<file path="src/road_record_parser_defines.svh">
// assertion macros for the road record parser
`ifndef ROAD_RECORD_PARSER_DEFINES_SVH
`define ROAD_RECORD_PARSER_DEFINES_SVH
// assert that a implies b at every clock edge out of reset
`define RRP_ASSERT_IMPL(label, a, b) \
	label: assert property (@(posedge clk) disable iff (!arst_n) (a) |-> (b)) \
		else $error("rrp check failed");
// assert that a implies b in the following cycle
`define RRP_ASSERT_NEXT(label, a, b) \
	label: assert property (@(posedge clk) disable iff (!arst_n) (a) |=> (b)) \
		else $error("rrp check failed");
`endif

</file>
<file path="src/rrp_pkg.sv">
// types and constants of the road record parser
package rrp_pkg;
	typedef enum logic [3:0] {
		K_LABEL = 4'd0, K_SEGMENT = 4'd1, K_FLAGS = 4'd2, K_LENGTH = 4'd3,
		K_LEVEL_COUNT = 4'd4, K_LEVEL_ITEM = 4'd5, K_HOUSE = 4'd6, K_ADDR_FLAGS = 4'd7,
		K_NUM_SIZE = 4'd8, K_NUM_BYTE = 4'd9, K_ZIP = 4'd10, K_CITY = 4'd11,
		K_REGION = 4'd12, K_NODE_PTR = 4'd13, K_ERROR = 4'd14
	} kind_t;

	typedef enum logic [12:0] {
		PH_IDLE      = 13'h0001, PH_WORD      = 13'h0002, PH_FLAGS     = 13'h0004,
		PH_LENGTH    = 13'h0008, PH_LEVELS    = 13'h0010, PH_ITEMS     = 13'h0020,
		PH_HOUSE     = 13'h0040, PH_ADDRFLAGS = 13'h0080, PH_NUMSIZE   = 13'h0100,
		PH_NUMBYTES  = 13'h0200, PH_INDEX     = 13'h0400, PH_NODEHDR   = 13'h0800,
		PH_NODEPTR   = 13'h1000
	} phase_t;

	localparam logic [1:0] REG_ZIP = 2'd0;
	localparam logic [1:0] REG_CITY = 2'd1;
	localparam logic [1:0] REG_REGION = 2'd2;
	localparam logic [27:0] ERR_LABELS = 28'd0;
	localparam logic [27:0] ERR_SEGMENTS = 28'd1;

	typedef struct packed {
		logic [3:0]  result_kind;
		logic [27:0] result_value;
		logic [1:0]  address_slot;
		logic        record_last;
	} result_t;

	typedef struct packed {
		logic [7:0] data_byte;
		logic       begin_record;
	} in_word_t;
endpackage

</file>
<file path="src/rrp_stream_if.sv">
// valid/ready channel carrying one payload word
interface rrp_stream_if #(parameter type T = logic) ();
	logic valid;
	logic ready;
	T     payload;
	modport source (output valid, output payload, input ready);
	modport sink (input valid, input payload, output ready);
endinterface

</file>
<file path="src/rrp_core.sv">
// per-byte state update of the record parser
module rrp_core import rrp_pkg::*; #(
	parameter int MAX_LABELS = 4,
	parameter int MAX_SEGMENTS = 100,
	parameter int MAX_LEVELS = 25
) (
	input  logic       clk,
	input  logic       arst_n,
	input  logic       step,
	input  in_word_t   in_word,
	input  logic [1:0] zip_bytes,
	input  logic [1:0] city_bytes,
	input  logic [1:0] region_bytes,
	output logic       have,
	output result_t    res
);
	phase_t      phase_q, ph;
	logic [1:0]  bpos_q, bpos;
	logic [23:0] acc_q, acc;
	logic        seg_q, seg;
	logic [3:0]  lab_q, lab;
	logic [7:0]  segc_q, segc;
	logic [4:0]  lvl_q, lvl;
	logic [10:0] items_q, items;
	logic [7:0]  rflags_q, rflags;
	logic [7:0]  aflags_q, aflags;
	logic [1:0]  slot_q, slot;
	logic [7:0]  str_q, str;
	logic [1:0]  plen_q, plen;

	always_ff @(posedge clk or negedge arst_n) begin
		if (!arst_n) begin
			phase_q <= PH_IDLE; bpos_q <= '0; acc_q <= '0; seg_q <= 1'b0;
			lab_q <= '0; segc_q <= '0; lvl_q <= '0; items_q <= '0;
			rflags_q <= '0; aflags_q <= '0; slot_q <= '0; str_q <= '0; plen_q <= '0;
		end else if (step) begin
			phase_q <= ph; bpos_q <= bpos; acc_q <= acc; seg_q <= seg;
			lab_q <= lab; segc_q <= segc; lvl_q <= lvl; items_q <= items;
			rflags_q <= rflags; aflags_q <= aflags; slot_q <= slot; str_q <= str;
			plen_q <= plen;
		end
	end

	logic [7:0]  b;
	logic [23:0] wacc;
	logic        done3;
	logic [1:0]  nxt_slot;
	logic        slot_found;
	logic [1:0]  ftype;
	logic        flag_tail;
	logic [1:0]  idx_reg;
	logic [10:0] items_sum;
	logic [1:0]  plen_new;

	// first slot at or after 'from' that takes bytes
	function automatic logic [2:0] find_slot(input logic [7:0] af, input logic [2:0] from);
		logic [2:0] r;
		r = 3'd3;
		for (int s = 2; s >= 0; s--) begin
			if (s >= from && (af[2+2*s +: 2] == 2'd0 || af[2+2*s +: 2] == 2'd2))
				r = 3'(s);
		end
		return r;
	endfunction

	always_comb begin
		logic [2:0] fs;
		logic [2:0] from;
		b = in_word.data_byte;
		ph = phase_q; bpos = bpos_q; acc = acc_q; seg = seg_q; lab = lab_q;
		segc = segc_q; lvl = lvl_q; items = items_q; rflags = rflags_q;
		aflags = aflags_q; slot = slot_q; str = str_q; plen = plen_q;
		if (in_word.begin_record) begin
			ph = PH_WORD; bpos = '0; acc = '0; seg = 1'b0; lab = '0; segc = '0;
			lvl = '0; items = '0; rflags = '0; aflags = '0; slot = '0; str = '0;
			plen = '0;
		end
		have = 1'b0;
		res = '0;
		wacc = acc;
		case (bpos)
			2'd0: wacc[7:0] = wacc[7:0] | b;
			2'd1: wacc[15:8] = wacc[15:8] | b;
			2'd2: wacc[23:16] = wacc[23:16] | b;
			default: wacc = acc;
		endcase
		done3 = (bpos == 2'd2);
		flag_tail = rflags[6];
		idx_reg = (slot == 2'd0) ? zip_bytes : ((slot == 2'd1) ? city_bytes : region_bytes);
		items_sum = items + 11'(b[5:0]);
		plen_new = (b[1:0] == 2'd1) ? 2'd2 : ((b[1:0] == 2'd2) ? 2'd3 :
			((b[1:0] == 2'd3) ? 2'd1 : 2'd0));
		ftype = '0;
		nxt_slot = '0;
		slot_found = 1'b0;
		from = 3'd0;
		case (ph)
			PH_NUMSIZE, PH_NUMBYTES, PH_INDEX: from = {1'b0, slot} + 3'd1;
			default: from = 3'd0;
		endcase
		fs = find_slot((ph == PH_ADDRFLAGS) ? b : aflags, from);
		slot_found = (fs != 3'd3);
		nxt_slot = fs[1:0];
		ftype = 2'(((ph == PH_ADDRFLAGS) ? b : aflags) >> (2 + 2 * nxt_slot));
		res.address_slot = '0;
		case (ph)
			PH_WORD: begin
				if (done3) begin
					bpos = '0; acc = '0;
					if (seg) begin
						if (segc < 8'(MAX_SEGMENTS)) begin
							segc = segc + 8'd1;
							have = 1'b1; res.result_kind = K_SEGMENT;
							res.result_value = 28'(wacc[22:0]);
						end else begin
							ph = PH_IDLE; have = 1'b1; res.result_kind = K_ERROR;
							res.result_value = ERR_SEGMENTS;
						end
					end else begin
						if (wacc[22]) seg = 1'b1;
						if (wacc[21:0] != '0) begin
							lab = lab + 4'd1;
							have = 1'b1;
							if (lab >= 4'(MAX_LABELS)) begin
								ph = PH_IDLE; res.result_kind = K_ERROR;
								res.result_value = ERR_LABELS;
							end else begin
								res.result_kind = K_LABEL;
								res.result_value = 28'(wacc[21:0]);
							end
						end
					end
					if (ph != PH_IDLE && wacc[23]) ph = PH_FLAGS;
				end else begin
					bpos = bpos + 2'd1; acc = wacc;
				end
			end
			PH_FLAGS: begin
				rflags = b; ph = PH_LENGTH; have = 1'b1;
				res.result_kind = K_FLAGS; res.result_value = 28'(b);
			end
			PH_LENGTH: begin
				if (done3) begin
					bpos = '0; acc = '0; ph = PH_LEVELS; have = 1'b1;
					res.result_kind = K_LENGTH;
					res.result_value = {1'b0, wacc, 3'b000} + {3'b000, wacc, 1'b0};
				end else begin
					bpos = bpos + 2'd1; acc = wacc;
				end
			end
			PH_LEVELS: begin
				items = items_sum; lvl = lvl + 5'd1; have = 1'b1;
				res.result_kind = K_LEVEL_COUNT; res.result_value = 28'(b[5:0]);
				if (b[7] || lvl >= 5'(MAX_LEVELS)) begin
					bpos = '0; acc = '0;
					if (items_sum != '0) ph = PH_ITEMS;
					else if (rflags[4]) ph = PH_HOUSE;
					else ph = flag_tail ? PH_NODEHDR : PH_IDLE;
				end
			end
			PH_ITEMS: begin
				if (done3) begin
					bpos = '0; acc = '0; have = 1'b1;
					res.result_kind = K_LEVEL_ITEM; res.result_value = 28'(wacc);
					if (items != '0) items = items - 11'd1;
					if (items == '0) begin
						if (rflags[4]) ph = PH_HOUSE;
						else ph = flag_tail ? PH_NODEHDR : PH_IDLE;
					end
				end else begin
					bpos = bpos + 2'd1; acc = wacc;
				end
			end
			PH_HOUSE: begin
				ph = PH_ADDRFLAGS; have = 1'b1;
				res.result_kind = K_HOUSE; res.result_value = 28'(b);
			end
			PH_ADDRFLAGS: begin
				aflags = b; have = 1'b1;
				res.result_kind = K_ADDR_FLAGS; res.result_value = 28'(b);
			end
			PH_NUMSIZE: begin
				have = 1'b1; res.result_kind = K_NUM_SIZE; res.result_value = 28'(b);
				res.address_slot = slot;
				if (b != 8'd0) begin
					str = b; ph = PH_NUMBYTES;
				end
			end
			PH_NUMBYTES: begin
				have = 1'b1; res.result_kind = K_NUM_BYTE; res.result_value = 28'(b);
				res.address_slot = slot;
				if (str != '0) str = str - 8'd1;
			end
			PH_INDEX: begin
				if (bpos == 2'd1 || !idx_reg[1]) begin
					bpos = '0; acc = '0; have = 1'b1;
					res.result_kind = K_ZIP + 4'(slot);
					res.result_value = 28'(wacc[15:0]);
					res.address_slot = slot;
				end else begin
					bpos = bpos + 2'd1; acc = wacc;
				end
			end
			PH_NODEHDR: begin
				plen = plen_new; bpos = '0; acc = '0;
				if (plen_new == '0) begin
					ph = PH_IDLE; have = 1'b1; res.result_kind = K_NODE_PTR;
					res.result_value = '0;
				end else ph = PH_NODEPTR;
			end
			PH_NODEPTR: begin
				if (bpos + 2'd1 >= plen) begin
					bpos = '0; acc = '0; ph = PH_IDLE; have = 1'b1;
					res.result_kind = K_NODE_PTR; res.result_value = 28'(wacc);
				end else begin
					bpos = bpos + 2'd1; acc = wacc;
				end
			end
			default: ph = PH_IDLE;
		endcase
		// advance to the next address slot that takes bytes
		if ((ph == PH_ADDRFLAGS && have && res.result_kind == K_ADDR_FLAGS) ||
			(ph == PH_NUMSIZE && phase_q != PH_IDLE && b == 8'd0 && have &&
				res.result_kind == K_NUM_SIZE) ||
			(ph == PH_NUMBYTES && have && res.result_kind == K_NUM_BYTE && str == '0) ||
			(ph == PH_INDEX && have)) begin
			if (slot_found) begin
				slot = nxt_slot; bpos = '0; acc = '0;
				ph = (ftype == 2'd0) ? PH_NUMSIZE : PH_INDEX;
			end else ph = flag_tail ? PH_NODEHDR : PH_IDLE;
		end
		res.record_last = (ph == PH_IDLE);
	end
endmodule

</file>
<file path="src/road_record_parser.sv">
// top level of the road record parser
// road_record_parser: byte-serial parser for one road record.
// in: sink channel of words {data_byte, begin_record}; a word with
//   begin_record set starts a new record and drops any record in progress.
//   words outside a record are ignored.
// out: source channel of result words {result_kind, result_value,
//   address_slot, record_last}; record_last marks the last result of a record
//   or an error.
// cfg: write port; index 0 zip, 1 city, 2 region bytes per index
//   (0 or 1 mean one byte, 2 or 3 two bytes). write only while idle.
// throughput: one word per cycle when not stalled; the parse state is
//   updated by short combinational logic from the accepted word.
// result: a result sits in the output register in the cycle after the word
//   that completes its field is accepted.
// stall: the output register holds its word; a new input word is accepted
//   while the output is empty or being taken in the same cycle, so with a
//   ready receiver the stream runs at full rate.
// reset: arst_n clears the parse state to idle, empties the output register
//   and sets all three index widths to one byte.
`include "road_record_parser_defines.svh"
module road_record_parser import rrp_pkg::*; #(
	parameter int MAX_LABELS = 4,
	parameter int MAX_SEGMENTS = 100,
	parameter int MAX_LEVELS = 25
) (
	input logic       clk,
	input logic       arst_n,
	rrp_stream_if.sink   in_ch,
	rrp_stream_if.source out_ch,
	input logic       cfg_we,
	input logic [1:0] cfg_index,
	input logic [1:0] cfg_data
);
	// index width registers
	logic [1:0] zip_q, city_q, region_q;
	always_ff @(posedge clk or negedge arst_n) begin
		if (!arst_n) begin
			zip_q <= 2'd1; city_q <= 2'd1; region_q <= 2'd1;
		end else if (cfg_we) begin
			case (cfg_index)
				REG_ZIP: zip_q <= cfg_data;
				REG_CITY: city_q <= cfg_data;
				REG_REGION: region_q <= cfg_data;
				default: ;
			endcase
		end
	end

	// output register
	logic    out_valid_q;
	result_t out_q;
	logic    step, have;
	result_t res;

	// take a word when the output slot is free or drains this cycle
	assign in_ch.ready = !out_valid_q || out_ch.ready;
	assign step = in_ch.valid && in_ch.ready;

	rrp_core #(
		.MAX_LABELS(MAX_LABELS), .MAX_SEGMENTS(MAX_SEGMENTS), .MAX_LEVELS(MAX_LEVELS)
	) u_core (
		.clk(clk), .arst_n(arst_n), .step(step), .in_word(in_ch.payload),
		.zip_bytes(zip_q), .city_bytes(city_q), .region_bytes(region_q),
		.have(have), .res(res)
	);

	always_ff @(posedge clk or negedge arst_n) begin
		if (!arst_n) out_valid_q <= 1'b0;
		else if (in_ch.ready) out_valid_q <= step && have;
	end
	always_ff @(posedge clk) begin
		if (step && have) out_q <= res;
	end

	assign out_ch.valid = out_valid_q;
	assign out_ch.payload = out_q;

	// a held result may not be overwritten
	`RRP_ASSERT_IMPL(a_no_overrun, out_valid_q && !out_ch.ready, !in_ch.ready)
	// a stalled result stays valid
	`RRP_ASSERT_NEXT(a_hold, out_valid_q && !out_ch.ready, out_valid_q)
	// a result in the register has a defined kind
	`RRP_ASSERT_IMPL(a_kind, out_valid_q, out_q.result_kind <= K_ERROR)
endmodule
</file>
<file path="src/flat_wrapper.sv">
// flat-port wrapper written by rule: the top's interface ports become plain ports
module road_record_parser_flat import rrp_pkg::*;
#(
	parameter int MAX_LABELS = 4,
	parameter int MAX_SEGMENTS = 100,
	parameter int MAX_LEVELS = 25
)
  (clk, arst_n, cfg_we, cfg_index, cfg_data, in_ch_valid, in_ch_payload, in_ch_ready, out_ch_valid, out_ch_payload, out_ch_ready);
  rrp_stream_if in_ch_i ();
  rrp_stream_if out_ch_i ();
  input logic clk;
  input logic arst_n;
  input logic cfg_we;
  input logic [1:0] cfg_index;
  input logic [1:0] cfg_data;
  input wire logic [$bits(in_ch_i.valid)-1:0] in_ch_valid;
  input wire logic [$bits(in_ch_i.payload)-1:0] in_ch_payload;
  output wire logic [$bits(in_ch_i.ready)-1:0] in_ch_ready;
  output wire logic [$bits(out_ch_i.valid)-1:0] out_ch_valid;
  output wire logic [$bits(out_ch_i.payload)-1:0] out_ch_payload;
  input wire logic [$bits(out_ch_i.ready)-1:0] out_ch_ready;
  assign in_ch_i.valid = in_ch_valid;
  assign in_ch_i.payload = in_ch_payload;
  assign in_ch_ready = in_ch_i.ready;
  assign out_ch_valid = out_ch_i.valid;
  assign out_ch_payload = out_ch_i.payload;
  assign out_ch_i.ready = out_ch_ready;
  road_record_parser #(.MAX_LABELS(MAX_LABELS), .MAX_SEGMENTS(MAX_SEGMENTS), .MAX_LEVELS(MAX_LEVELS)) u_core (.clk(clk), .arst_n(arst_n), .in_ch(in_ch_i), .out_ch(out_ch_i), .cfg_we(cfg_we), .cfg_index(cfg_index), .cfg_data(cfg_data));
endmodule
</file>
<file path="config.mk">
export PLATFORM = sky130hd
export DESIGN_NAME = road_record_parser_flat
export DESIGN_NICKNAME = d
export VERILOG_FILES = /design/src/rrp_pkg.sv /design/src/rrp_stream_if.sv /design/src/rrp_core.sv /design/src/road_record_parser.sv /design/src/flat_wrapper.sv
export VERILOG_INCLUDE_DIRS = /design/src /design/src/src
export SDC_FILE = /design/constraint.sdc
export NUM_CORES = 1
export LEC_CHECK = 0
export BUFFER_PORTS_ARGS = -buffer_cell sky130_fd_sc_hd__buf_4
export CORE_UTILIZATION = 54
export CTS_BUF_LIST = sky130_fd_sc_hd__clkbuf_2
export CTS_CLUSTER_DIAMETER = 150
export DETAILED_ROUTE_END_ITERATION = 6
export PLACE_DENSITY = 0.7
export SYNTH_ARGS = -nofsm -noshare
export SYNTH_HDL_FRONTEND = slang
export SYNTH_HIERARCHICAL = 1
export SYNTH_SLANG_ARGS = --single-unit
</file>
<file path="constraint.sdc">
create_clock -name clk -period 4.5 [get_ports clk]
set_input_delay 0.9 -clock clk [delete_from_list [all_inputs] [get_ports clk]]
set_output_delay 0.9 -clock clk [all_outputs]
set_load 0.05 [all_outputs]
</file>
==> metrics.md <==
| Metric | Value |
|---|---|
| Detailed-router iteration count before antenna repair | `5` |
| First-pass GRT wire length | `roughly 36,000 µm` |
| Initial antenna violation count | `0` |
| H-Tree Depth | `3` |
| Netlist Area Pre-Place | `7630 µm²` |
| Worst Max-Slew Pin Slew | `around 980 ps` |
| Critical path class | `reg2reg` |
| Antenna Cells | `0` |
| Root buf cell | `clkbuf_2` |
| Syn Inst Count | `about 970` |
| Reg clk slew, reported paths | `between 200 and 300 ps` |
| Post-cts hold buffer count | `0` |
| Fillers | `1,276` |
| Max Clk Rate | `between 0.2 and 0.25 GHz` |
| Critical Path, Cell by Cell | `or4_1 > or4_1 > o2111ai_1 > nor2_1 > a31oi_1 > nand3b_1 > o41a_1 > o21ai_4 > buf_12 > o221ai_1` |
| CP peak stage delay | `about 700 ps` |
| Outcome | `completed` |
| Starting Density | `55.2%` |
| Global route overflow | `0` |
| IO Count | `13` |
| Core Box Area | `roughly 14,000 µm²` |
| Setup skew after layout | `roughly 24 ps` |
| Row cnt | `43` |
| Crit share post-route | `between 80% and 90%` |
| Final instance area | `around 8300 µm²` |
| Slew HR | `roughly a third` |
| Hold Vio Cnt, Final | `0` |
| Peak supply drop | `about 140 µV` |
| PortBufs | `11` |
| Final setup vio count | `0` |
| Setup total negative slack | `0 ps` |
| Wirelength per Cell | `between 15 and 20 µm` |
| Total wire length | `21,600 µm` |
| Clock sinks | `93` |
| Total GRT Usage | `about 31%` |
| Max_cap viols | `0` |
| Vias/cell | `6.37` |
| Crit. End Element | `flip-flop` |
| Via count | `7,495` |
| Cell Area, Placed | `between 8000 and 9000 µm²` |
| Pins over their slew limit | `0` |
| CP most frequent cell | `or4_1` |
| GPL Wtd Cong | `around 1.0` |
| CTS tree | `yes` |
| RSZ-0062 raised after global routing | `no` |
| Slowest-stage cell, CP | `or4_1` |
| Clk buf depth | `2` |
| Post-DRT Antenna Nets | `0` |
| Full die area | `between 10,000 and 15,000 µm²` |
| Final #Nets | `just over 1,000` |
| Worst EP arrival | `about 4500 ps` |
| Startpoint types | `flip-flop` |
| Area growth syn-to-layout | `8.59%` |
| Residual DRC | `0` |
| Syn Area/Cell | `between 7 and 8 µm²` |
| Die Y | `121 µm` |
| PnR worst setup slack | `around 500 ps` |
| Vias in the first global route | `about 7,000` |
| Clk Latency, worst-skew pair | `roughly 620 ps` |
| Crit-path max FO | `17` |
| Power per cell area | `roughly 280 nW/µm²` |
| Post-CTS setup buffers | `0` |
| DRT iter0 DRCs | `692` |
| CTS resizes | `0` |
| Tmin final | `about 4000 ps` |
| Die Wd | `approximately 120 µm` |
| TritonCTS Buffers | `9` |
| Hpwl dp | `15,400 µm` |
| Hold crit path type | `in2async` |
| Yosys Warn Count | `6` |
| Share of layout cells above drive strength 1 | `12.3%` |
| Largest net degree at the start of global routing | `76` |
| Pleak | `about 0.0035 µW` |
| WP data required | `4990 ps` |
| Placement Setup Slack | `~170 ps` |
## metrics by stage
| step | hold slack (ps) | power [µW] | std cells | util, % |
|---|---|---|---|---|
| global placement | 460 | 1830 | 1161 | 59.0 |
| CTS | 401 | 2340 | 1177 | 60.0 |
| global route | 418 | 2510 | 1177 | 60.0 |
| detailed placement | 463 | 1850 | 1161 | 59.0 |
| finish | 405 | 2340 | 1177 | 60.0 |
| floorplan | 435 | 1630 | 996 | - |
## worst paths after layout
check                                               start                        to  slack [ps]  depth (start not counted)
worst max-delay path            u_core/u_core/phase_q[12]   u_core/u_core/acc_q[10]         500                         10
worst min-delay path                               arst_n    u_core/u_core/str_q[5]         400                          1
worst max register to register  u_core/u_core/phase_q[12]   u_core/u_core/acc_q[10]         500                         10
worst min register to register    u_core/u_core/segc_q[7]   u_core/u_core/segc_q[7]         520                          1
max in group asynchronous                          arst_n  u_core/u_core/items_q[9]        3240                          2
min in group clk                              in_ch_valid       u_core/out_ch.valid         490                          3
## placed cells by master (no fill, tap or decap), types with 18 or more instances in the layout
| cell | count |
|---|---|
| nand2_1 | 114 |
| dfrtp_1 | 91 |
| nor2_1 | 66 |
| o21ai_0 | 65 |
| buf_4 | 55 |
| inv_1 | 52 |
| nand3_1 | 48 |
| a21oi_1 | 37 |
| nor3_1 | 33 |
| conb_1 | 30 |
| nor2b_1 | 27 |
| ha_1 | 22 |
| nand4_1 | 19 |
| nor4_1 | 18 |
## final cells by class
class                   instances  area, µm²  share of cell area, %
clock buffers                  11       55.1                  0.664
clock inverters                 5       76.3                  0.921
inverters                      55        206                   2.49
multi-input cells             776       4940                   59.6
flip-flops and latches         93       2330                   28.1
well taps                     180        225                   2.72
repair buffers                 57        453                   5.46
## state kept, by name, indices dropped and copies added (netlist names)
register and flops:
u_core/city_q 1, u_core/out_ch.payload 1, u_core/out_ch.valid 1, u_core/region_q 1, u_core/u_core/acc_q 24, u_core/u_core/aflags_q 6, u_core/u_core/bpos_q 2, u_core/u_core/items_q 11
u_core/u_core/lab_q 4, u_core/u_core/lvl_q 5, u_core/u_core/phase_q 13, u_core/u_core/plen_q 2, u_core/u_core/rflags_q 2, u_core/u_core/seg_q 1, u_core/u_core/segc_q 8, u_core/u_core/slot_q 2
u_core/u_core/str_q 8, u_core/zip_q 1
## per-layer routing
layer  track usage [%]  routed length (µm)
met1              43.9                9790
met2              48.5               10100
met3              4.04                1210
met4              11.3                 505
met5                 0                   0
## power by group
part	switching (µW)	internal, µW	leakage, µW
clock network	298	185	0.0000796
logic	517	317	0.00213
registers	101	927	0.00124
## critical path, delay by kind of cell (launching register included)
| kind | cells | cell delay (ps) |
|---|---|---|
| buffers and inverters | 1 | 180 |
| DFF | 1 | 550 |
| AOI/OAI and AO/OA | 5 | 1390 |
| and+or+nand+nor | 4 | 1750 |
No activity file was read; power rests on OpenSTA's default activity.
